$ cat src/design/ccol_pkg.sv
// ----------------------------------------------------------------------------
// ccol_pkg
// Shared types, widths and codes for the circle collision test pipeline.
// ----------------------------------------------------------------------------
package ccol_pkg;

  localparam int COORD_BITS = 16;
  localparam int DELTA_W    = COORD_BITS + 1;
  localparam int RAD_W      = 15;
  localparam int IDX_W      = 2;
  localparam int PROD_W     = 2 * DELTA_W;
  localparam int A_W        = PROD_W;
  localparam int HB_W       = PROD_W + 1;
  localparam int N_W        = HB_W + 1;
  localparam int Q_W        = 64;
  localparam int ROOT_W     = Q_W / 2;
  localparam int SREM_W     = ROOT_W + 2;
  localparam int SQRT_STEPS = ROOT_W;
  localparam int QUOT_W     = 20;
  localparam int DIV_STEPS  = QUOT_W;
  localparam int DREM_W     = A_W + 1;
  localparam int MAG_W      = COORD_BITS;
  localparam int MP_W       = MAG_W + N_W;
  localparam int DVD_W      = MP_W + 3;
  localparam int PT_W       = QUOT_W + 2;
  localparam int DIV_LANES  = 4;

  localparam int LANE_X1 = 0;
  localparam int LANE_Y1 = 1;
  localparam int LANE_X2 = 2;
  localparam int LANE_Y2 = 3;

  typedef enum logic [1:0] {
    FUNC_RECT = 2'd0,
    FUNC_SEG  = 2'd1,
    FUNC_CIRC = 2'd2
  } func_t;

  localparam logic [IDX_W-1:0] REG_CENTER_X = 2'd0;
  localparam logic [IDX_W-1:0] REG_CENTER_Y = 2'd1;
  localparam logic [IDX_W-1:0] REG_RADIUS   = 2'd2;

  typedef logic signed [COORD_BITS-1:0] coord_t;
  typedef logic signed [DELTA_W-1:0]    delta_t;
  typedef logic        [RAD_W-1:0]      radius_t;

  typedef struct packed {
    logic [1:0] func;
    coord_t     rect_x;
    coord_t     rect_y;
    radius_t    rect_w;
    radius_t    rect_h;
    coord_t     seg_start_x;
    coord_t     seg_start_y;
    coord_t     seg_end_x;
    coord_t     seg_end_y;
    coord_t     other_x;
    coord_t     other_y;
    radius_t    other_radius;
  } req_t;

  typedef struct packed {
    coord_t  center_x;
    coord_t  center_y;
    radius_t circle_radius;
  } cfg_t;

  // per-item data riding alongside the root and divide cells
  typedef struct packed {
    logic                   seg_ok;
    logic                   hit_rc;
    coord_t                 pt_x;
    coord_t                 pt_y;
    delta_t                 dx;
    delta_t                 dy;
    coord_t                 sx;
    coord_t                 sy;
    coord_t                 ex;
    coord_t                 ey;
    logic signed [HB_W-1:0] hb;
    logic [A_W-1:0]         a;
  } carry_t;

  typedef struct packed {
    logic [Q_W-1:0]    x;
    logic [SREM_W-1:0] rem;
    logic [ROOT_W-1:0] root;
  } sqrt_t;

  typedef struct packed {
    logic [DREM_W-1:0] rem;
    logic [QUOT_W-1:0] bits;
    logic              neg;
  } div_lane_t;

  typedef struct packed {
    logic [DREM_W-1:0]               d;
    div_lane_t [DIV_LANES-1:0]       lane;
  } div_t;

  function automatic logic in_box(input logic signed [PT_W-1:0] p,
                                  input coord_t e0, input coord_t e1);
    logic signed [PT_W-1:0] lo;
    logic signed [PT_W-1:0] hi;
    lo = (e0 < e1) ? PT_W'(e0) : PT_W'(e1);
    hi = (e0 < e1) ? PT_W'(e1) : PT_W'(e0);
    return (lo <= p) && (p <= hi);
  endfunction

endpackage

$ cat src/design/ccol_sqrt_cell.sv
// ----------------------------------------------------------------------------
// ccol_sqrt_cell
// One digit of the floor square root: two radicand bits in, one root bit out.
// ----------------------------------------------------------------------------
module ccol_sqrt_cell (
  input  logic             clk,
  input  logic             rst,
  input  logic             en,
  input  logic             in_valid,
  input  ccol_pkg::sqrt_t  in_sqrt,
  input  ccol_pkg::carry_t in_carry,
  output logic             out_valid,
  output ccol_pkg::sqrt_t  out_sqrt,
  output ccol_pkg::carry_t out_carry
);
  import ccol_pkg::*;

  logic [SREM_W:0] rem_sh;
  logic [SREM_W:0] trial;
  logic            ge;

  assign rem_sh = {in_sqrt.rem[SREM_W-2:0], in_sqrt.x[Q_W-1 -: 2]};
  assign trial  = {1'b0, in_sqrt.root, 2'b01};
  assign ge     = (rem_sh >= trial);

  always_ff @(posedge clk) begin
    if (rst) begin
      out_valid <= 1'b0;
    end else if (en) begin
      out_valid <= in_valid;
    end
  end

  always_ff @(posedge clk) begin
    if (en) begin
      out_sqrt.x    <= {in_sqrt.x[Q_W-3:0], 2'b00};
      out_sqrt.rem  <= ge ? SREM_W'(rem_sh - trial) : rem_sh[SREM_W-1:0];
      out_sqrt.root <= {in_sqrt.root[ROOT_W-2:0], ge};
      out_carry     <= in_carry;
    end
  end

endmodule

$ cat config.mk
export PLATFORM = sky130hd
export DESIGN_NAME = ccol_sqrt_cell
export DESIGN_NICKNAME = d
export VERILOG_FILES = /design/src/design/ccol_pkg.sv /design/src/design/ccol_sqrt_cell.sv
export SDC_FILE = /design/constraint.sdc
export NUM_CORES = 1
export LEC_CHECK = 0
export BUFFER_PORTS_ARGS = -buffer_cell sky130_fd_sc_hd__buf_2
export CORE_AREA = 2 2 261 263
export CTS_BUF_LIST = sky130_fd_sc_hd__clkbuf_16
export DETAILED_ROUTE_END_ITERATION = 12
export DIE_AREA = 0 0 263 265
export SETUP_SLACK_MARGIN = 0.4
export SLEW_MARGIN = 10
export SYNTH_ARGS = -nofsm -noshare
export SYNTH_HDL_FRONTEND = slang
export SYNTH_SLANG_ARGS = --single-unit
$ cat constraint.sdc
create_clock -name clk -period 6.9 [get_ports clk]
set_input_delay 0.345 -clock clk [delete_from_list [all_inputs] [get_ports clk]]
set_output_delay 0.345 -clock clk [all_outputs]
set_load 0.05 [all_outputs]
==> metrics.md, run 1 <==
| Metric | Value |
|---|---|
| Result of the run | finished, final reports clean |
| Unrepaired setup endpoints after global routing | no |
| Slowest stage cell, crit path | sky130_fd_sc_hd__dlygate4sd3_1 |
| Slew HR | 0.316 |
| Remaining Overflow, GRT | 0 |
| Share of cells above drive strength 1 | 0.435 |
| Number of ports placed on the die boundary | 667 |
| Post-CTS setup buffers | 0 |
| Worst-case setup slack after placement | 2.90 ns |
| Wire length of the first global-routing pass | 74.1 mm |
| Die height | 265 um |
| Effective utilization at floorplan | 0.185 |
| Number of buffers inserted by hold repair at cts | approximately 300 |
| Area taken by multi-input logic gates | 2220 um2 |
| Shortest clock period the worst path allows after layout | 3.90 ns |
| Placeable core region | 66,800 um2 |
| Initial antenna violation count | 9 |
| Routability Congestion | 0.837 |
| Fraction of the cycle the final worst path needs | 0.565 |
| Internal power of the cells | 4.01 mW |
| Worst path arrival time | ~4.2 ns |
| Half-perimeter wire length of the detailed placement result | 39.8 mm |
| Count of placed standard cells in the final layout, fillers left out | 2,595 |
| Critical-path maximum fanout | 44 |
| Setup WS post-layout | around 3 ns |
| Final #Nets | 2,056 |
| Post-Syn Instances | 699 |
| Total DRC errors in the routed layout | 0 |
| Critical path endpoint category | flip-flop |
| Total Routed Length | 53.1 mm |
| Number of H-tree levels | 2 |
| Vias in the first global route | approximately 11,000 |
| Sequence of cells on the critical path | dlygate4sd3_1, buf_2, inv_1, ha_1, a21oi_1, o21ai_0, a221oi_4, o211ai_2, and2_2, a31oi_4, buf_4, inv_2, mux2_1 |
| Count of filler cells inserted in the layout | about 6,600 |
| Number of buffers created by CTS | 41 |
| Sequential-to-total area share from yosys stat | 0.801 |
| Number of setup violations in the final report | 0 |
| Via density per instance | 3.91 |
| Worst Hold Slack | 0.0784 ns |
| Number of pins exceeding their max-slew limit in the final report | 0 |
| Share of flip-flops with an asynchronous set or reset after synthesis | 0 |
| Power share of the combinational group | 0.232 |
| Clk sink count | 330 |
| Avg Cell Area, Syn | 17.7 um2 |
| Leakage dissipation | 8.93 nW |
| Most used flip-flop cell after synthesis | sky130_fd_sc_hd__edfxtp_1 |
| Overall routing resource usage | 0.145 |
| Synth top area share | 0.799 |
| Placement row count | 95 |
| Area added between synthesis and finish | 69.9% |
| First-pass detailed-route iteration total | 5 |
| Required time of the critical path | 7.20 ns |
| Sequential share of power | 0.414 |
| Worst Max-Slew Pin Slew | just over 1 ns |
| Total chip power | 5.94 mW |
| Compound-cell area share of the yosys netlist | 0.0750 |
| Clock network fraction of total power | 0.354 |
| Path category of the worst min-delay check | primary input to flip-flop |
| # placed instances | approximately 2,200 |
| Total number of yosys warnings | 0 |
| Leading post-synthesis cells by cell area | sky130_fd_sc_hd__edfxtp_1 80%, sky130_fd_sc_hd__ha_1 3.4%, sky130_fd_sc_hd__o21ai_0 1.6% |
| CTS Root Buffer Type | sky130_fd_sc_hd__clkbuf_16 |
| Power per cell area | between 200 and 300 nW/um2 |
| Area of placed instances | 16,700 um2 |
| Post-synth EDFFs | 329 |
| Xor and xnor fraction of the mapped netlist area | 0.0198 |
| Register bit total from synthesis | 330 |
| Count of maximum capacitance violations | 0 |
| CTS max path bufs | 3 |
| Max frequency | approximately 260 MHz |
| Clock Skew | 0 ns |
| Worst vdd ir | approximately 190 uV |
| Reported net switching power | 1.93 mW |
| Clock transition at the registers of the reported paths | 0.05 ns |
| Largest family of logic cells by synthesized area | compound AO/OA/AOI/OAI gates |
| Proportion of total power due to net switching | 0.325 |
| Die Outline Area | 69,700 um2 |
| Fraction of the mapped netlist area in adder cells | 0.0344 |
| Final hold violation count | 0 |
| Largest net degree at the start of global routing | 147 |
| Count of buffers inserted at the top-level ports | between 600 and 700 |
| Critical Path Max Stage Delay | between 0.5 and 0.6 ns |
| Initial DRC count | 874 |
| Type of origin of the critical path | primary input |
| Number of vias in the routed layout | a little over 10,000 |
| Number of different library cells in the post-synthesis netlist | 62 |
| Count of instances resized after the clock tree is built | 0 |
| Post-Syn Area | ~12,000 um2 |
| Count of antenna-violating nets left after detailed routing | 0 |
| Top cell type by total area after synthesis | sky130_fd_sc_hd__edfxtp_1 |
| Aggregate negative setup slack | 0 ns |
| Summed area of non-filler cells in the final layout | 21,000 um2 |
| Post-synthesis simple-gate area fraction | 0.0463 |
| Post-synthesis mux area share | 0.00294 |
| TritonCTS clock tree | built |
| Crit Path Category | primary input to flip-flop |
| Register Area | 9900 um2 |
| Util after Layout | 0.314 |
| Die X | ~260 um |
| Clock insertion delay at the later pin of the skew report | 0.54 ns |
| Average detailed-routed wire length per instance | between 20 and 25 um |
==> Yosys cell counts (2+ instances only) <==
master / number
sky130_fd_sc_hd__o31a_1: 2
sky130_fd_sc_hd__a211o_1: 3
sky130_fd_sc_hd__nand3_1: 10
sky130_fd_sc_hd__nor2_1: 11
sky130_fd_sc_hd__nor3_1: 4
sky130_fd_sc_hd__buf_2: 2
sky130_fd_sc_hd__and2_1: 5
sky130_fd_sc_hd__or2_2: 3
sky130_fd_sc_hd__a211oi_1: 3
sky130_fd_sc_hd__o21bai_1: 7
sky130_fd_sc_hd__and3_4: 2
sky130_fd_sc_hd__a21o_1: 20
sky130_fd_sc_hd__xnor2_1: 15
sky130_fd_sc_hd__o211ai_1: 4
sky130_fd_sc_hd__edfxtp_1: 329
sky130_fd_sc_hd__clkbuf_2: 4
sky130_fd_sc_hd__inv_1: 41
sky130_fd_sc_hd__nand2b_1: 6
sky130_fd_sc_hd__nand2_1: 45
sky130_fd_sc_hd__xor2_1: 13
sky130_fd_sc_hd__a221oi_1: 2
sky130_fd_sc_hd__o21a_1: 3
sky130_fd_sc_hd__o221ai_1: 2
sky130_fd_sc_hd__a31oi_1: 2
sky130_fd_sc_hd__and4_1: 5
sky130_fd_sc_hd__clkbuf_1: 6
sky130_fd_sc_hd__o21ai_0: 40
sky130_fd_sc_hd__nand4_1: 4
sky130_fd_sc_hd__buf_4: 4
sky130_fd_sc_hd__and3_1: 6
sky130_fd_sc_hd__ha_1: 34
sky130_fd_sc_hd__a21oi_1: 29
sky130_fd_sc_hd__nor2b_1: 4
==> kinds of logic after synthesis <==
kind of cell | count (synthesis)
compound gates | 133
buf+inv | 59
flops | 330
simple gates | 111
fa+ha+maj | 34
other cells | 1
xor+xnor | 28
mux | 3
==> layout by cell type, fill, tap and decap left out, drive strengths merged, types with 5 or more instances in the layout <==
master / n
a21o: 20
ha: 34
diode: 6
nand2: 45
dlygate4sd3: 295
clkinvlp: 5
and2: 6
clkinv: 12
nor2: 11
o211ai: 5
clkbuf: 41
buf: 666
nand2b: 6
o21bai: 7
and4: 7
xnor2: 15
a21oi: 29
xor2: 13
and3: 8
nand3: 10
inv: 53
o21ai: 41
edfxtp: 329
==> power by group through the flow <==
stage	Clock [mW]	Combinational, mW	Sequential [mW]
detailed placement	0	1.24	2.50
finish	2.11	1.38	2.46
CTS	2.18	1.39	2.46
floorplan	0	0.198	3.11
global route	2.27	1.44	2.47
global placement	0	1.23	2.50
==> state kept, by name, indices dropped and copies added, names as in the netlist <==
signal	count
out_sqrt	128
out_valid	1
out_carry	201
==> final timing paths <==
path | cells past startpoint | to | slack, ns | from
min | 3 | out_valid$_SDFFE_PP0P_ | 0.08 | in_valid
max | 13 | out_sqrt[49]$_DFFE_PP_ | 3.00 | in_sqrt[6]
max reg2reg | 2 | out_valid$_SDFFE_PP0P_ | 6.30 | out_valid$_SDFFE_PP0P_
min reg2reg | 2 | out_valid$_SDFFE_PP0P_ | 0.51 | out_valid$_SDFFE_PP0P_
==> layout make-up <==
type                            instances  share of cell area
Sequential cell                       330               0.471
Timing Repair Buffer                  961               0.301
Multi-Input combinational cell        311               0.106
Tap cell                              873              0.0520
Clock buffer                           41              0.0489
Clock inverter                         31              0.0129
Inverter                               42             0.00751
Antenna cell                            6            0.000715
==> critical path, delay by kind of cell <==
family	cells	cell delay [ns]
AO/OA/AOI/OAI	5	1.57
adder cells (fa/ha/maj)	1	0.35
buffers and inverters	5	1.30
multiplexers	1	0.33
AND/OR/NAND/NOR	1	0.26
==> metal layers <==
layer  up-vias  GRT usage  wire [um]
met5         -          0         64
met4        10     0.0806       3220
met3       100     0.0458       3970
met2       462      0.254      26100
met1      4907      0.156      19700
li1       4679          -          -
Power figures use the tool's default switching activity.
==> run 2, diff against run 1 <==
--- a/config.mk
+++ b/config.mk
@@ -6,10 +6,10 @@
 export NUM_CORES = 1
 export LEC_CHECK = 0
 export BUFFER_PORTS_ARGS = -buffer_cell sky130_fd_sc_hd__buf_2
-export CORE_AREA = 2 2 261 263
+export CORE_AREA = 2 2 262 264
 export CTS_BUF_LIST = sky130_fd_sc_hd__clkbuf_16
 export DETAILED_ROUTE_END_ITERATION = 12
-export DIE_AREA = 0 0 263 265
+export DIE_AREA = 0 0 264 266
 export SETUP_SLACK_MARGIN = 0.4
 export SLEW_MARGIN = 10
 export SYNTH_ARGS = -nofsm -noshare
==> constraint.sdc (replaced) <==
create_clock -name clk -period 3.4 [get_ports clk]
set_input_delay 0.17 -clock clk [delete_from_list [all_inputs] [get_ports clk]]
set_output_delay 0.17 -clock clk [all_outputs]
set_load 0.05 [all_outputs]
==> metrics.md, run 2 (synthesis gave the netlist of run 1 again) <==
| Metric | Value |
|---|---|
| Result of the run | finished, final reports clean |
| Worst-case register-to-register setup slack | 2.26 ns (-4.04 ns) |
| Effective utilization at floorplan | 0.182 (-0.00258) |
| Clock network fraction of total power | 0.347 (-0.007) |
| Aggregate negative setup slack | 0 ns (unchanged) |
| Path category of the worst min-delay check | primary input to flip-flop |
| Clock transition at the registers of the reported paths | 0.06 ns (about the same) |
| Die X | 264 um (+0.38%) |
| Half-perimeter wire length of the detailed placement result | 42.1 mm (+5.8%) |
| Number of setup violations in the final report | 0 (unchanged) |
| Clock Skew | 0 ns (unchanged) |
| Sequential share of power | 0.414 (about the same) |
| Final hold violation count | 0 (unchanged) |
| Overall routing resource usage | 0.149 (+0.00407) |
| Number of H-tree levels | 2 (unchanged) |
| Placement row count | 96 (+1.1%) |
| Cell depth of the worst min-delay path | 3 (unchanged) |
| Power share of the combinational group | 0.239 (+0.007) |
| First-pass detailed-route iteration total | 5 (unchanged) |
| Largest register FFs | 201 (unchanged) |
| Sequence of cells on the critical path | dlygate4sd3_1, buf_2, inv_1, ha_1, nor2b_1, o31a_1, o21ba_2, o21ai_1, a21oi_1, or2_2, a2111o_1, o221a_1 |
| Count of filler cells inserted in the layout | 6,719 (+1.1%) |
| Launch instance of the worst register-to-register path | out_valid$_SDFFE_PP0P_ |
| Die Outline Area | 70,200 um2 (+0.76%) |
| Remaining Overflow, GRT | 0 (unchanged) |
| Number of pins exceeding their max-slew limit in the final report | 0 (unchanged) |
| Slowest stage cell, crit path | sky130_fd_sc_hd__dlygate4sd3_1 |
| Critical-path maximum fanout | 4 (-91%) |
| Final #Nets | 2,108 (+2.5%) |
| Initial DRC count | 756 (-14%) |
| Proportion of total power due to net switching | 0.322 (-0.00350) |
| Start point of the worst hold path | in_sqrt[60] |
| Slew HR | 0.434 (+0.118) |
| Power per cell area | 561 nW/um2 (+98%) |
| Count of buffers inserted at the top-level ports | 663 (unchanged) |
| Area added between synthesis and finish | 74.2% |
| Worst Max-Slew Pin Slew | 0.849 ns (-0.177 ns) |
| Worst vdd ir | 351 uV (+89%) |
| Largest net degree at the start of global routing | 98 (-33%) |
| Most common cell after layout, fill and taps aside | sky130_fd_sc_hd__buf_2 |
| Average detailed-routed wire length per instance | 21.0 um (+2.5%) |
| Critical path endpoint category | flip-flop |
| Share of cells above drive strength 1 | 0.435 (+0.000542) |
| Reported net switching power | 3.89 mW (+100%) |
| Start point of the critical path | in_sqrt[0] |
| Internal power of the cells | 8.19 mW (+100%) |
| Number of vias in the routed layout | 10,535 (+3.7%) |
| Required time of the critical path | 3.69 ns (-3.51 ns) |
| Total Routed Length | 55.6 mm (+4.8%) |
| Worst reg2reg path depth | 3 (+1) |
| Clock insertion delay at the later pin of the skew report | 0.55 ns (about the same) |
| Number of buffers created by CTS | 39 (-4.9%) |
| Die height | 266 um (+0.38%) |
| Count of antenna-violating nets left after detailed routing | 0 (unchanged) |
| Largest registers in the final layout | out_carry: 201 flops, out_sqrt: 128 flops, out_valid: 1 flops |
| Total DRC errors in the routed layout | 0 (unchanged) |
| Most used cells in the layout excluding fill and tap cells | 662 x sky130_fd_sc_hd__buf_2, 329 x sky130_fd_sc_hd__dlygate4sd3_1, 329 x sky130_fd_sc_hd__edfxtp_1 |
| TritonCTS clock tree | built |
| Via density per instance | 3.97 (+1.4%) |
| Crit Path Category | primary input to flip-flop |
| Shortest clock period the worst path allows after layout | 2.96 ns |
| Type of origin of the critical path | primary input |
| Endpoint of the worst hold path | out_sqrt[62]$_DFFE_PP_ |
| Routability Congestion | 0.898 (+7.3%) |
| Worst path arrival time | 3.26 ns (-0.94 ns) |
| Max frequency | about 340 MHz |
| Wire length of the first global-routing pass | 75.8 mm (+2.2%) |
| End of the worst register-to-register path | out_valid$_SDFFE_PP0P_ |
| Fraction of the cycle the final worst path needs | 0.871 |
| Count of maximum capacitance violations | 0 (unchanged) |
| Register ranked first by flip-flop count | out_carry |
| Clk sink count | 330 (unchanged) |
| CTS Root Buffer Type | sky130_fd_sc_hd__clkbuf_16 |
| Number of ports placed on the die boundary | 667 (unchanged) |
| Util after Layout | 0.318 (+0.00342) |
| Vias in the first global route | 10,756 (+0.75%) |
| Unrepaired setup endpoints after global routing | no |
| Critical Path Max Stage Delay | 0.53 ns (about the same) |
| Leakage dissipation | 9.18 nW (+2.8%) |
| Initial antenna violation count | 7 (-2) |
| Placeable core region | 67,700 um2 (+1.4%) |
| CTS max path bufs | 3 (unchanged) |
==> run 2: cell count changes in the layout (fill, tap and decap cells not counted), sizes merged <==
cell	change
buf	+20
bufinv	+1
clkbuf	-1
clkinv	+9
clkinvlp	-3
diode	-3
dlygate4sd3	+34
inv	-7
==> run 2: cell type report <==
| class | instances | area (um2) | share of cell area |
|---|---|---|---|
| well taps | 882 | 1100 | 0.0513 |
| clock inverters | 31 | 273 | 0.0127 |
| flip-flops and latches | 330 | 9900 | 0.460 |
| clock buffers | 40 | 1000 | 0.0465 |
| inverters | 42 | 158 | 0.00732 |
| diodes | 3 | 7.51 | 0.000349 |
| repair buffers | 1015 | 6840 | 0.318 |
| multi-input cells | 311 | 2240 | 0.104 |
==> run 2: what timing repair did <==
item | CTS | global route
resized for setup | 0 | 6
setup endpoints to repair | 0 | 32
hold buffers | 329 | 0
endpoints found under the hold margin | 328 | 0
setup buffers | 0 | 5
==> run 2: metal layers <==
| metal | part of all wire | wire, um | global-route usage | vias to the layer above |
|---|---|---|---|---|
| met5 | 0.00067 | 37 | 0 | - |
| met4 | 0.048 | 2670 | 0.0709 | 6 |
| met1 | 0.38 | 21400 | 0.168 | 5170 |
| met2 | 0.50 | 27800 | 0.263 | 494 |
| met3 | 0.067 | 3730 | 0.0396 | 92 |
| li1 | - | - | - | 4773 |
==> run 2: how the worst max path moves through the flow <==
stage	depth (start not counted)	end
3_5_place_dp	12	out_sqrt[36]$_DFFE_PP_
3_3_place_gp	12	out_sqrt[36]$_DFFE_PP_
6_report	12	out_sqrt[58]$_DFFE_PP_
2_1_floorplan	11	out_sqrt[49]$_DFFE_PP_
5_1_grt	13	out_sqrt[36]$_DFFE_PP_
4_1_cts	11	out_sqrt[49]$_DFFE_PP_
==> run 2: metrics by stage <==
step	setup slack [ns]	power, mW	instances	instance area [um2]	hold WS (ns)
floorplan	0.881	6.72	700	12400	0.242
global route	0.398	12.5	2654	21500	0.0293
finish	0.438	12.1	2654	21500	0.0531
global placement	0.338	7.63	2246	16900	0.330
detailed placement	0.348	7.64	2246	16900	0.340
CTS	0.405	12.2	2646	21500	0.00545
==> run 2: power by group through the flow <==
stage / Clock, mW / Combinational (mW) / Sequential [mW]
finish: 4.19 / 2.89 / 5.00
global route: 4.48 / 3.01 / 5.04
CTS: 4.35 / 2.89 / 5.00
detailed placement: 0 / 2.56 / 5.08
global placement: 0 / 2.55 / 5.08
floorplan: 0 / 0.401 / 6.32
==> run 2: worst max-delay path, delay by kind of cell <==
kind                       cells  cell delay, ns
AOI/OAI and AO/OA              6            1.52
adders and majority gates      1            0.34
and+or+nand+nor                2            0.54
buffers and inverters          3            0.68
