**config.mk**
```make
export PLATFORM = sky130hd
export DESIGN_NAME = ccol_div_cell
export DESIGN_NICKNAME = d
export VERILOG_FILES = /design/src/design/ccol_pkg.sv /design/src/design/ccol_div_cell.sv
export SDC_FILE = /design/constraint.sdc
export NUM_CORES = 1
export LEC_CHECK = 0
export BUFFER_PORTS_ARGS = -buffer_cell sky130_fd_sc_hd__clkbuf_2
export CELL_PAD_IN_SITES_DETAIL_PLACEMENT = 0
export CELL_PAD_IN_SITES_GLOBAL_PLACEMENT = 1
export CORE_AREA = 2 2 363 365
export CTS_CLUSTER_DIAMETER = 100
export DETAILED_ROUTE_END_ITERATION = 6
export DIE_AREA = 0 0 365 367
export PLACE_DENSITY = 0.43
export SYNTH_ARGS = -nofsm -noshare
export SYNTH_HDL_FRONTEND = slang
export SYNTH_SLANG_ARGS = --single-unit
```
**constraint.sdc**
```tcl
create_clock -name clk -period 6.72 [get_ports clk]
set_input_delay 1.344 -clock clk [delete_from_list [all_inputs] [get_ports clk]]
set_output_delay 1.344 -clock clk [all_outputs]
set_load 0.005 [all_outputs]
```
**src/design/ccol_pkg.sv**
```systemverilog
// ----------------------------------------------------------------------------
// ccol_pkg
// Shared types, widths and codes for the circle collision test pipeline.
// ----------------------------------------------------------------------------
package ccol_pkg;

  localparam int COORD_BITS = 16;
  localparam int DELTA_W    = COORD_BITS + 1;
  localparam int RAD_W      = 15;
  localparam int IDX_W      = 2;
  localparam int PROD_W     = 2 * DELTA_W;
  localparam int A_W        = PROD_W;
  localparam int HB_W       = PROD_W + 1;
  localparam int N_W        = HB_W + 1;
  localparam int Q_W        = 64;
  localparam int ROOT_W     = Q_W / 2;
  localparam int SREM_W     = ROOT_W + 2;
  localparam int SQRT_STEPS = ROOT_W;
  localparam int QUOT_W     = 20;
  localparam int DIV_STEPS  = QUOT_W;
  localparam int DREM_W     = A_W + 1;
  localparam int MAG_W      = COORD_BITS;
  localparam int MP_W       = MAG_W + N_W;
  localparam int DVD_W      = MP_W + 3;
  localparam int PT_W       = QUOT_W + 2;
  localparam int DIV_LANES  = 4;

  localparam int LANE_X1 = 0;
  localparam int LANE_Y1 = 1;
  localparam int LANE_X2 = 2;
  localparam int LANE_Y2 = 3;

  typedef enum logic [1:0] {
    FUNC_RECT = 2'd0,
    FUNC_SEG  = 2'd1,
    FUNC_CIRC = 2'd2
  } func_t;

  localparam logic [IDX_W-1:0] REG_CENTER_X = 2'd0;
  localparam logic [IDX_W-1:0] REG_CENTER_Y = 2'd1;
  localparam logic [IDX_W-1:0] REG_RADIUS   = 2'd2;

  typedef logic signed [COORD_BITS-1:0] coord_t;
  typedef logic signed [DELTA_W-1:0]    delta_t;
  typedef logic        [RAD_W-1:0]      radius_t;

  typedef struct packed {
    logic [1:0] func;
    coord_t     rect_x;
    coord_t     rect_y;
    radius_t    rect_w;
    radius_t    rect_h;
    coord_t     seg_start_x;
    coord_t     seg_start_y;
    coord_t     seg_end_x;
    coord_t     seg_end_y;
    coord_t     other_x;
    coord_t     other_y;
    radius_t    other_radius;
  } req_t;

  typedef struct packed {
    coord_t  center_x;
    coord_t  center_y;
    radius_t circle_radius;
  } cfg_t;

  // per-item data riding alongside the root and divide cells
  typedef struct packed {
    logic                   seg_ok;
    logic                   hit_rc;
    coord_t                 pt_x;
    coord_t                 pt_y;
    delta_t                 dx;
    delta_t                 dy;
    coord_t                 sx;
    coord_t                 sy;
    coord_t                 ex;
    coord_t                 ey;
    logic signed [HB_W-1:0] hb;
    logic [A_W-1:0]         a;
  } carry_t;

  typedef struct packed {
    logic [Q_W-1:0]    x;
    logic [SREM_W-1:0] rem;
    logic [ROOT_W-1:0] root;
  } sqrt_t;

  typedef struct packed {
    logic [DREM_W-1:0] rem;
    logic [QUOT_W-1:0] bits;
    logic              neg;
  } div_lane_t;

  typedef struct packed {
    logic [DREM_W-1:0]               d;
    div_lane_t [DIV_LANES-1:0]       lane;
  } div_t;

  function automatic logic in_box(input logic signed [PT_W-1:0] p,
                                  input coord_t e0, input coord_t e1);
    logic signed [PT_W-1:0] lo;
    logic signed [PT_W-1:0] hi;
    lo = (e0 < e1) ? PT_W'(e0) : PT_W'(e1);
    hi = (e0 < e1) ? PT_W'(e1) : PT_W'(e0);
    return (lo <= p) && (p <= hi);
  endfunction

endpackage

```
**src/design/ccol_div_cell.sv**
```systemverilog
// ----------------------------------------------------------------------------
// ccol_div_cell
// One restoring divide step on four lanes sharing one divisor.
// ----------------------------------------------------------------------------
module ccol_div_cell (
  input  logic             clk,
  input  logic             rst,
  input  logic             en,
  input  logic             in_valid,
  input  ccol_pkg::div_t   in_div,
  input  ccol_pkg::carry_t in_carry,
  output logic             out_valid,
  output ccol_pkg::div_t   out_div,
  output ccol_pkg::carry_t out_carry
);
  import ccol_pkg::*;

  logic [DREM_W:0] rem_sh [DIV_LANES];
  logic [DREM_W:0] dd;
  logic            ge [DIV_LANES];

  assign dd = {1'b0, in_div.d};

  always_comb begin
    for (int k = 0; k < DIV_LANES; k++) begin
      rem_sh[k] = {in_div.lane[k].rem, in_div.lane[k].bits[QUOT_W-1]};
      ge[k]     = (rem_sh[k] >= dd);
    end
  end

  always_ff @(posedge clk) begin
    if (rst) begin
      out_valid <= 1'b0;
    end else if (en) begin
      out_valid <= in_valid;
    end
  end

  always_ff @(posedge clk) begin
    if (en) begin
      out_div.d <= in_div.d;
      for (int k = 0; k < DIV_LANES; k++) begin
        out_div.lane[k].rem  <= ge[k] ? DREM_W'(rem_sh[k] - dd) : rem_sh[k][DREM_W-1:0];
        out_div.lane[k].bits <= {in_div.lane[k].bits[QUOT_W-2:0], ge[k]};
        out_div.lane[k].neg  <= in_div.lane[k].neg;
      end
      out_carry <= in_carry;
    end
  end

endmodule

```
==> metrics.md, run 1 <==
| Metric | Value |
|---|---|
| Run status | finished, final reports clean |
| WP data required | 7.11 ns |
| Die Span Y | around 370 um |
| CTS Hold Bufs | 0 |
| FF-to-FF Start | out_valid |
| Hold endpoint | out_valid |
| TNS Setup | 0 ns |
| Crit Path Max Fanout | 19 |
| DR DRC count | 0 |
| Fin crit period | 4.878 ns |
| Max-slew headroom | approximately a third |
| Share of layout cells above drive strength 1 | between 30% and 40% |
| Placed Area | 0.02993 mm^2 |
| Final setup violation count | 0 |
| Global Route Usage Sum | 17.71% |
| Warnings from Yosys | 0 |
| Core Util, Final | ~25% |
| CP max stage delay | 0.74 ns |
| Detailed Route WL | 123,200 um |
| Crit path max-delay cell type | or3_2 |
| Num ports | 925 |
| Flops & latches, synth | roughly 460 |
| DRT Pass-1 Iters | 5 |
| Initial DRC Count | 1,006 |
| Hpwl dp | about 100,000 um |
| Worst Path Arrival | ~5.3 ns |
| Initial Util | between 15 and 20% |
| R2R Setup Slk | around 6.1 ns |
| Post-route ant nets | 0 |
| Placed cells | ~4,400 |
| Worst-path cell chain | clkbuf_2 -> inv_1 -> ha_1 -> a21oi_1 -> nor2_1 -> a211oi_1 -> o31ai_1 -> a21o_1 -> a21oi_1 -> a31oi_1 -> or3_2 -> buf_4 -> mux2_4 |
| Vias in the first global route | about 20,000 |
| Max Fclk | 205.0 MHz |
| CTS Buf Count | 67 |
| Leakage | 13.91 nW |
| Final Wtd Congestion | 0.7970 |
| Commonest cells after routing, fill and taps aside | clkbuf_2, edfxtp_1, nand2_1 |
| WL/cell | 26.92 um |
| Post-CTS resize count | 0 |
| Synth Cell Area | 0.02320 mm^2 |
| Unrepaired setup endpoints after global routing | false |
| Hold Crit Start | out_valid |
| Final Hold Fails | 0 |
| Routed vias | 18,730 |
| Post-route cell area | about 0.032 mm^2 |
| Commonest non-fill, non-tap cell in the layout | clkbuf_2 |
| Pwr dens | 281.6 mW/mm^2 |
| Pins over their slew limit | 0 |
| Synth top area share | 59.53% |
| Crit-path most repeated cell | a21oi_1 |
| Overflow after GRT | 0 |
| Delay-heaviest family, CP | compound AO/OA/AOI/OAI gates |
| Clock sinks | 461 |
| Die X | 365 um |
| Input/output buffers | 924 |
| Die area | 0.1340 mm^2 |
| Crit. End Element | flip-flop |
| Post-Syn Instances | 1,802 |
| Peak VDD IR | 0.1672 mV |
| Row Count | 133 |
| Syn_area_per_cell | around 13 um^2 |
| H-tree depth | 3 |
| Clock root cell | clkbuf_16 |
| Post-synth EDFFs | between 400 and 500 |
| Skew-Pair Late Insertion Delay | 0.63 ns |
| Post-synth net total | approximately 2,400 |
| Worst-Margin Slew | between 0.9 and 1 ns |
| Critical path class | input port to flip-flop |
| First-pass GRT wire length | 163,200 um |
| FF-to-FF End | out_valid |
| Largest net degree at the start of global routing | 114 |
| Clk_skew | 0 ns |
| CTS tree | done |
| Period utilization | roughly 73% |
| Initial antenna violation count | 47 |
| Top post-synthesis cells by area | edfxtp_1, ha_1, mux2_4, a21oi_1, xnor2_1 |
| Layout area overhead | 38.38% |
| Asr flop ratio synth | 0% |
| Clk buf depth | 3 |
| Core area | 0.1305 mm^2 |
| Final std cells w/o fill | 4,575 |
| Vias per cell | 4.093 |
| Final #Nets | about 3,400 |
| Hold Path Class | flip-flop to flip-flop |
| Seq/Total Area, Yosys | 59.62% |
| Post-CTS setup buffers | 0 |
| Maxcap violations | 0 |
| Top_reg_cell synth | edfxtp_1 |
| Area leader, netlist | edfxtp_1 |
| Buf/Inv on CP | 3 |
| Netlist cell types | 76 |
| Register-to-Register Path Depth | 2 |
| Hold Path Stages | 2 |
| Critical Path Start Type | input port |
| Clk pin slew, worst setup/hold paths | roughly 0.06 ns |
## cells in the mapped netlist (5+ instances only)
master    count
edfxtp_1    460
nand2_1     151
ha_1        140
a21oi_1     138
o21ai_0     115
nor2_1       89
inv_1        83
xnor2_1      77
a21o_1       60
mux2_4       52
xor2_1       43
clkbuf_1     35
nand3_1      29
o21bai_1     27
nor3_1       25
nand4_1      20
o21a_1       20
a211oi_1     17
nor2b_1      16
a31oi_1      15
mux2_2       14
nand2b_1     14
and3_1       13
mux2i_1      10
o31ai_1      10
a211o_1       8
and4_1        8
a41oi_1       7
o211ai_1      7
buf_6         5
## final cells by class
| class | count | area (um^2) |
|---|---|---|
| Antenna cell | 8 | 20.02 |
| Multi-Input combinational cell | 1209 | 8800 |
| Sequential cell | 461 | 13830 |
| Tap cell | 1755 | 2196 |
| Timing Repair Buffer | 937 | 4782 |
| Inverter | 84 | 315.3 |
| Fill cell | 14120 | 98360 |
| Clock buffer | 80 | 1747 |
| Clock inverter | 41 | 415.4 |
## registers in the layout (all words and copies together), names as in the netlist
signal,flops
out_div,259
out_carry,201
out_valid,1
## metrics by stage
step / total power, W / hold WS, ns / setup slack, ns
3_3_place_gp: 0.005612 / 0.4868 / 1.069
5_1_grt: 0.009481 / 0.5774 / 1.753
3_5_place_dp: 0.005590 / 0.5101 / 1.018
4_1_cts: 0.009260 / 0.5229 / 1.751
6_report: 0.009043 / 0.5189 / 1.842
2_1_floorplan: 0.004561 / 0.4850 / 2.565
## worst max path at each step
stage                            from            to  slack, ns  cells past startpoint
final                     in_div[253]  out_div[218]       1.84                     13
after global routing      in_div[253]  out_div[218]       1.75                     13
after CTS                 in_div[253]  out_div[218]       1.75                     13
after detailed placement  in_div[253]  out_div[218]       1.02                     13
after global placement    in_div[253]  out_div[220]       1.07                     13
after floorplan            in_div[76]  out_div[100]       2.56                     14
## worst min-delay path: stages, from the launching register on
cell and delay, ns:
dfxtp_1 0.33, mux2i_1 0.07, nor2_1 0.08
## power breakdown
group,internal (W),leakage (nW),switching [W]
logic,0.000758,8.34,0.00108
clock network,0.00208,1.06,0.00149
registers,0.00354,4.51,0.000102
## per-layer routing
| metal | global-route usage (%) | routed length, um |
|---|---|---|
| met1 | 17.62 | 42850 |
| met2 | 32.83 | 64620 |
| met3 | 7.235 | 11680 |
| met4 | 5.999 | 3608 |
| met5 | 0.2542 | 391 |
## cell families (layout without fill, tap and decap cells)
family,Yosys count,count (layout),synth area share (%)
buffers and inverters,132,1142,2.529
and+or+nand+nor,390,390,7.857
DFF,461,461,59.62
adders and majority gates,144,144,7.894
other,0,8,0
AOI/OAI and AO/OA,479,479,13.10
xor gates and xnor gates,120,120,4.530
muxes,76,76,4.476
(Power assumes the default switching activity.)
==> run 2, diff against run 1 <==
--- a/config.mk
+++ b/config.mk
@@ -5,14 +5,15 @@
 export SDC_FILE = /design/constraint.sdc
 export NUM_CORES = 1
 export LEC_CHECK = 0
+export ABC_AREA = 1
 export BUFFER_PORTS_ARGS = -buffer_cell sky130_fd_sc_hd__clkbuf_2
 export CELL_PAD_IN_SITES_DETAIL_PLACEMENT = 0
 export CELL_PAD_IN_SITES_GLOBAL_PLACEMENT = 1
-export CORE_AREA = 2 2 363 365
+export CORE_AREA = 2 2 361 363
 export CTS_CLUSTER_DIAMETER = 100
 export DETAILED_ROUTE_END_ITERATION = 6
-export DIE_AREA = 0 0 365 367
-export PLACE_DENSITY = 0.43
+export DIE_AREA = 0 0 363 365
+export PLACE_DENSITY = 0.49
 export SYNTH_ARGS = -nofsm -noshare
 export SYNTH_HDL_FRONTEND = slang
 export SYNTH_SLANG_ARGS = --single-unit
==> constraint.sdc (replaced) <==
create_clock -name clk -period 4.85 [get_ports clk]
set_input_delay 0.97 -clock clk [delete_from_list [all_inputs] [get_ports clk]]
set_output_delay 0.97 -clock clk [all_outputs]
set_load 0.005 [all_outputs]
==> run 2 against run 1 <==
The flow now finishes with violations (DRC). Non-clock buffer count is 21 higher. Utilization grew 2.6 points. Synthesized cell count is 68% higher. Setup slack got worse by 0.30 ns.
==> metrics.md, run 2 <==
| Metric | Value |
|---|---|
| Worst-Margin Slew | 0.9391 ns (-0.03644 ns) |
| Final Wtd Congestion | 0.9284 (+16%) |
| Leakage | 17.52 nW (+26%) |
| DRT Pass-1 Iters | 7 (+2) |
| Initial Util | 20.31% (+2.5 points) |
| Initial DRC Count | 1,852 (+84%) |
| FF-to-FF Start | out_valid |
| Post-route ant nets | 0 (unchanged) |
| Run status | finished with violations |
| Pins over their slew limit | 0 (unchanged) |
| Post-CTS resize count | 0 (unchanged) |
| Final setup violation count | 0 (unchanged) |
| Commonest non-fill, non-tap cell in the layout | nand2_1 |
| Post-synth EDFFs | 460 (unchanged) |
| Biggest register | out_div |
| Hold Path Class | input port to flip-flop |
| Largest net degree at the start of global routing | 89 (-22%) |
| Core area | 0.1287 mm^2 (-1.4%) |
| Peak VDD IR | 0.2633 mV (+58%) |
| Final #Nets | 4,637 (+38%) |
| Unrepaired setup endpoints after global routing | false |
| Pwr dens | 358.8 mW/mm^2 (+27%) |
| Input/output buffers | 924 (unchanged) |
| Period utilization | 68.23% |
| Syn_area_per_cell | 8.609 um^2 (-33%) |
| Largest registers | out_div (259), out_carry (201), out_valid (1) |
| Most instantiated library cell after synthesis | nand2_1 |
| TNS Setup | 0 ns (unchanged) |
| Synth top area share | 52.85% (-6.7 points) |
| Post-Syn Instances | 3,036 (+68%) |
| Seq/Total Area, Yosys | 52.93% (-6.7 points) |
| Die area | 0.1325 mm^2 (-1.1%) |
| Clk pin slew, worst setup/hold paths | 0.06 ns (about the same) |
| Commonest cells after routing, fill and taps aside | nand2_1, clkbuf_2, inv_1 |
| H-tree depth | 2 (-1) |
| Skew-Pair Late Insertion Delay | 0.68 ns (+0.05 ns) |
| Sequential share of power | 40.2% (about the same) |
| Sw frac | 32.39% (+2.9 points) |
| Die Span Y | 365 um (-0.54%) |
| Max Fclk | 302.2 MHz |
| First-pass GRT wire length | 206,400 um (+26%) |
| Global Route Usage Sum | 22.98% (+5.3 points) |
| Clk buf depth | 3 (unchanged) |
| Hpwl dp | 133,200 um (+29%) |
| Vias per cell | 4.261 (+4.1%) |
| Clk_skew | 0 ns (unchanged) |
| Worst Path Arrival | 3.84 ns (-1.42 ns) |
| Row Count | 132 (-0.75%) |
| Netlist cell types | 34 (-55%) |
| Warnings from Yosys | 0 (unchanged) |
| Max reg flops | 259 (unchanged) |
| Post-synth net total | 3,644 (+51%) |
| Num ports | 925 (unchanged) |
| Net Sw Power | 0.004065 W (+52%) |
| Share of layout cells above drive strength 1 | 27.25% (-13 points) |
| Start point of the critical path | in_div[239] |
| Critical path class | input port to flip-flop |
| Max-slew headroom | 37.39% (+4.1 points) |
| Post-CTS setup buffers | 0 (unchanged) |
| Vias in the first global route | 23,970 (+23%) |
| CTS Hold Bufs | 0 (unchanged) |
| Clock root cell | clkbuf_16 |
| Top_reg_cell synth | edfxtp_1 |
| WL/cell | 27.54 um (+2.3%) |
| Critical Path Start Type | input port |
| Failing checks | DRC |
| Hold Crit Start | rst |
| Placed cells | 5,641 (+27%) |
| Detailed Route WL | 158,700 um (+29%) |
| Crit. End Element | flip-flop |
| Setup WS post-layout | 1.541 ns (-0.3011 ns) |
| DR DRC count | 2 (+2) |
| Fin crit period | 3.309 ns |
| WP data required | 5.38 ns (-1.73 ns) |
| Routed vias | 24,560 (+31%) |
| Layout area overhead | 33.86% |
| DP Worst Slack | 0.8093 ns (-0.2087 ns) |
| Cell-internal power | 0.008486 W (+33%) |
| CTS tree | done |
| Top post-synthesis cells by area | edfxtp_1, nand2_1, ha_1, inv_1, nor2_1 |
| Final std cells w/o fill | 5,764 (+26%) |
| Fin Hold WS | 0.4445 ns (-0.07442 ns) |
| Clk network pwr share | 37.0% (-2.4 points) |
| Asr flop ratio synth | 0% (unchanged) |
| Initial antenna violation count | 56 (+19%) |
| Synth top cells by count | nand2_1, inv_1, edfxtp_1 |
| Clock sinks | 461 (unchanged) |
| Combinational Power Share | 22.8% (+2.5 points) |
| Area leader, netlist | edfxtp_1 |
| Final Hold Fails | 0 (unchanged) |
| Die X | 363 um (-0.55%) |
| Overflow after GRT | 0 (unchanged) |
| Maxcap violations | 0 (unchanged) |
| Crit Path Max Fanout | 33 (+14) |
| Flops & latches, synth | 461 (unchanged) |
| CTS Buf Count | 61 (-9.0%) |
| Synth Cell Area | 0.02614 mm^2 (+13%) |
run 2: cell types whose count changed after synthesis, sizes merged, moves of 71 or more:
cell	previous run	this run
xnor2	77	6
inv	84	475
nor2	89	239
nand2	152	1206
nand3	29	149
o21ai	121	48
run 2: path summary, 6_finish.rpt:
kind / endpoint / cells past startpoint / slack [ns]
setup / recovery: out_div[50] / 16 / 1.54
hold / removal: out_valid / 2 / 0.44
setup reg to reg: out_valid / 2 / 4.26
hold reg to reg: out_valid / 2 / 0.51
run 2: routing by layer:
layer	up-vias	GRT usage (%)	wire (um)
li1	11760	-	-
met1	11670	28.96	66340
met2	900	37.81	73470
met3	178	7.469	14530
met4	52	5.793	4055
met5	-	0	333
run 2: final cells by class:
cell class / instances / area, um^2
well taps: 1675 / 2096
repair buffers: 958 / 4940
flip-flops and latches: 461 / 13830
inverters: 476 / 1787
fillers: 14200 / 93670
clock buffers: 76 / 1634
diodes: 9 / 22.52
multi-input cells: 2071 / 10280
clock inverters: 38 / 394.1
run 2: critical path: stages:
cell	delay [ns]
clkbuf_2	0.09
inv_1	0.59
ha_1	0.43
nand2_1	0.15
inv_1	0.07
nand2_1	0.06
nand2_1	0.08
nand2_1	0.07
nand2_1	0.09
a21oi_1	0.21
nand2_1	0.12
nand2_1	0.09
nand2_2	0.05
inv_2	0.51
nand2_1	0.10
nand2_1	0.12
run 2: logic make-up after synthesis:
family / after synthesis / share of synthesized area (%)
xor gates and xnor gates: 72 / 2.413
DFF: 461 / 52.93
adders and majority gates: 144 / 7.008
buffers and inverters: 504 / 7.746
muxes: 1 / 0.03830
and+or+nand+nor: 1675 / 26.19
AOI/OAI and AO/OA: 179 / 3.681
run 2: per-stage QoR:
step	cell area, um^2	power (W)	util [%]
2_1_floorplan	26140	0.006371	-
3_3_place_gp	32930	0.008055	25.60
3_5_place_dp	32930	0.008031	25.60
4_1_cts	34960	0.01277	27.17
5_1_grt	34960	0.01314	27.18
6_report	34980	0.01255	27.19
run 2: power by group through the flow:
| stage | logic (W) | clock network (W) | registers (W) |
|---|---|---|---|
| 3_3_place_gp | 0.00292 | 0 | 0.00514 |
| 4_1_cts | 0.00292 | 0.00479 | 0.00506 |
| 5_1_grt | 0.00314 | 0.00491 | 0.00509 |
| 3_5_place_dp | 0.00290 | 0 | 0.00513 |
| 2_1_floorplan | 0.00125 | 0 | 0.00512 |
| 6_report | 0.00286 | 0.00465 | 0.00505 |
==> run 3, diff against run 2 <==
--- a/config.mk
+++ b/config.mk
@@ -9,11 +9,11 @@
 export BUFFER_PORTS_ARGS = -buffer_cell sky130_fd_sc_hd__clkbuf_2
 export CELL_PAD_IN_SITES_DETAIL_PLACEMENT = 0
 export CELL_PAD_IN_SITES_GLOBAL_PLACEMENT = 1
-export CORE_AREA = 2 2 361 363
+export CORE_AREA = 2 2 360 362
 export CTS_CLUSTER_DIAMETER = 100
 export DETAILED_ROUTE_END_ITERATION = 6
-export DIE_AREA = 0 0 363 365
-export PLACE_DENSITY = 0.49
+export DIE_AREA = 0 0 362 364
+export PLACE_DENSITY = 0.51
 export SYNTH_ARGS = -nofsm -noshare
 export SYNTH_HDL_FRONTEND = slang
 export SYNTH_SLANG_ARGS = --single-unit
==> constraint.sdc (replaced) <==
create_clock -name clk -period 2.8 [get_ports clk]
set_input_delay 0.56 -clock clk [delete_from_list [all_inputs] [get_ports clk]]
set_output_delay 0.56 -clock clk [all_outputs]
set_load 0.005 [all_outputs]
==> run 3 against run 2 <==
The run now ends clean. Worst hold slack worse by 0.39 ns. Critical path depth up 1. Die area down 0.55%. Critical endpoint is now out_div[26].
==> metrics.md, run 3 (synthesis results as in run 2) <==
| Metric | Value |
|---|---|
| Final Wtd Congestion | 0.9207 (-0.83%) |
| Initial antenna violation count | 65 (+16%) |
| Clk pin slew, worst setup/hold paths | 0.07 ns (about the same) |
| Fin crit period | 2.414 ns |
| Commonest cells after routing, fill and taps aside | nand2_1, clkbuf_2, inv_1 |
| Clock root cell | clkbuf_16 |
| DP Worst Slack | -0.3082 ns (-1.118 ns) |
| Peak VDD IR | 0.5018 mV (+91%) |
| Vias per cell | 4.223 (-0.90%) |
| Global Route Usage Sum | 23.30% (+0.32 points) |
| Die area | 0.1318 mm^2 (-0.55%) |
| Pins over their slew limit | 0 (unchanged) |
| Worst-path cell chain | clkbuf_2 -> buf_12 -> ha_1 -> fa_1 -> nor2_2 -> nor2_2 -> inv_2 -> nand2_1 -> nand3_2 -> nand2_1 -> nand2_1 -> nand2_1 -> nand2_2 -> inv_2 -> buf_4 -> nand2_1 -> nand2_1 |
| CTS tree | done |
| Post-CTS setup buffers | 0 (unchanged) |
| Die Span Y | 364 um (-0.27%) |
| Multi-input gate area | 0.01028 mm^2 (unchanged) |
| Crit Path Max Fanout | 13 (-61%) |
| Crit path max-delay cell type | fa_1 |
| Maxcap violations | 0 (unchanged) |
| Unrepaired setup endpoints after global routing | false |
| Layout area overhead | 49.11% |
| Hold Path Stages | 1 (-1) |
| Core area | 0.1283 mm^2 (-0.26%) |
| Clk buf depth | 3 (unchanged) |
| M1 GR Usage | 29.69% (+0.73 points) |
| Routed vias | 26,180 (+6.6%) |
| Hold Crit Start | in_carry[100] |
| Max Fclk | 414.3 MHz |
| FF-to-FF End | out_valid |
| Detailed Route WL | 159,500 um (+0.49%) |
| WP data required | 3.22 ns (-2.16 ns) |
| H-tree depth | 2 (unchanged) |
| Critical path class | input port to flip-flop |
| Crit. End Element | flip-flop |
| Final #Nets | 5,072 (+9.4%) |
| Clk_skew | 0 ns (unchanged) |
| Skew-Pair Late Insertion Delay | 0.67 ns (about the same) |
| Period utilization | 86.21% |
| GR peak layer | met2 |
| Register-to-Register Path Depth | 2 (unchanged) |
| Final setup violation count | 0 (unchanged) |
| Crit-path most repeated cell | nand2_1 |
| Critical Path Start Type | input port |
| Hold Path Class | input port to flip-flop |
| Largest net degree at the start of global routing | 78 (-12%) |
| Core Util, Final | 30.37% (+3.2 points) |
| R2R Setup Slk | 2.22 ns (-2.04 ns) |
| Clock sinks | 461 (unchanged) |
| WL/cell | 25.73 um (-6.6%) |
| Post-CTS resize count | 0 (unchanged) |
| Max reg flops | 259 (unchanged) |
| Final Hold Fails | 0 (unchanged) |
| Run status | finished, final reports clean |
| Worst Path Arrival | 2.83 ns (-1.01 ns) |
| Sequential Area | 0.01383 mm^2 (unchanged) |
| DRT Pass-1 Iters | 7 (unchanged) |
| CP max stage delay | 0.43 ns (-0.16 ns) |
| Leakage | 19.88 nW (+13%) |
| Worst-Margin Slew | 0.5365 ns (-0.4026 ns) |
| GRT met3 Usage | 7.442% (-0.026 points) |
| Num ports | 925 (unchanged) |
| Post-route ant nets | 0 (unchanged) |
| Largest registers | out_div (259), out_carry (201), out_valid (1) |
| Met2 global-route usage | 38.01% (+0.20 points) |
| Pwr dens | 590.4 mW/mm^2 (+65%) |
| DR DRC count | 0 (-2) |
| Fill count | 14,000 (-1.4%) |
| Input/output buffers | 924 (unchanged) |
| Initial Util | 20.37% (+0.052 points) |
| Placed Area | 0.03685 mm^2 (+12%) |
| Vias in the first global route | 25,860 (+7.9%) |
| Commonest non-fill, non-tap cell in the layout | nand2_1 |
| Hold endpoint | out_carry[100] |
| Post-route cell area | 0.03897 mm^2 (+11%) |
| Die X | 362 um (-0.28%) |
| Share of layout cells above drive strength 1 | 34.37% (+7.1 points) |
| Hpwl dp | 138,500 um (+4.0%) |
| Setup WS post-layout | 0.3862 ns (-1.155 ns) |
| First-pass GRT wire length | 209,800 um (+1.6%) |
| TNS Setup | 0 ns (unchanged) |
| Row Count | 132 (unchanged) |
| Overflow after GRT | 0 (unchanged) |
| Initial DRC Count | 1,905 (+2.9%) |
| Biggest register | out_div |
| Max-slew headroom | 63.98% (+27 points) |
| CTS Buf Count | 59 (-3.3%) |
| FF-to-FF Start | out_valid |
## run 3: cell types whose count changed in the layout (fill, tap and decap cells not counted), moves of 2 or more
cell / delta
buf_4: +385
buf_12: +51
bufinv_16: +6
clkbuf_1: -5
clkbuf_8: -3
clkinvlp_4: +3
diode_2: +3
clkbuf_16: -2
clkinv_1: -2
clkinv_2: +2
inv_6: -2
## run 3: metrics by stage
step                      hold slack, ns  std cells  power, W
final                            0.05092       6200   0.02301
after global routing             0.01040       6188   0.02407
after CTS                       0.001399       6188   0.02334
after detailed placement          0.4926       6077   0.01482
after global placement            0.4830       6077   0.01486
after floorplan                   0.4850       3036   0.01104
## run 3: critical path, delay by kind of cell
family / cells / cell delay, ns
AND/OR/NAND/NOR: 10 / 0.87
buffers and inverters: 5 / 0.76
adder cells (fa/ha/maj): 2 / 0.63
## run 3: metal layers
layer / wire, um / share of wire (%)
met4: 4475 / 2.8
met2: 72790 / 46
met5: 390 / 0.24
met3: 13630 / 8.5
met1: 68220 / 43
## run 3: worst max-delay path by stage
stage                 from           end  slack [ns]  cells past startpoint
6_report       in_div[224]   out_div[26]        0.39                     17
5_1_grt        in_div[224]   out_div[33]        0.26                     17
4_1_cts        in_div[235]   out_div[42]        0.42                     16
3_5_place_dp   in_div[235]   out_div[42]       -0.31                     16
3_3_place_gp   in_div[235]   out_div[42]       -0.26                     16
2_1_floorplan  in_div[132]  out_div[159]        0.31                     16
## run 3: layout make-up
type | count | area share (%)
timing repair buffer | 1395 | 22.74
multi-input combinational | 2071 | 26.37
clock inverter | 44 | 1.445
sequential | 461 | 35.50
clock buffer | 66 | 3.910
tap | 1675 | 5.378
inverter | 476 | 4.585
antenna | 12 | 0.07705
## run 3: what timing repair did
item / in CTS / in global routing
hold buffers: 1 / 0
hold endpoints to repair: 1 / 0
endpoints found under the setup margin: 0 / 0
## run 3: power by group
| group | internal, W | switching [W] | leakage [nW] | total [W] |
|---|---|---|---|---|
| Combinational | 0.00238 | 0.00345 | 14.4 | 0.00583 |
| Sequential | 0.00847 | 0.000331 | 4.51 | 0.00880 |
| Clock | 0.00495 | 0.00343 | 1.01 | 0.00838 |
| Total | 0.0158 | 0.00721 | 19.9 | 0.0230 |
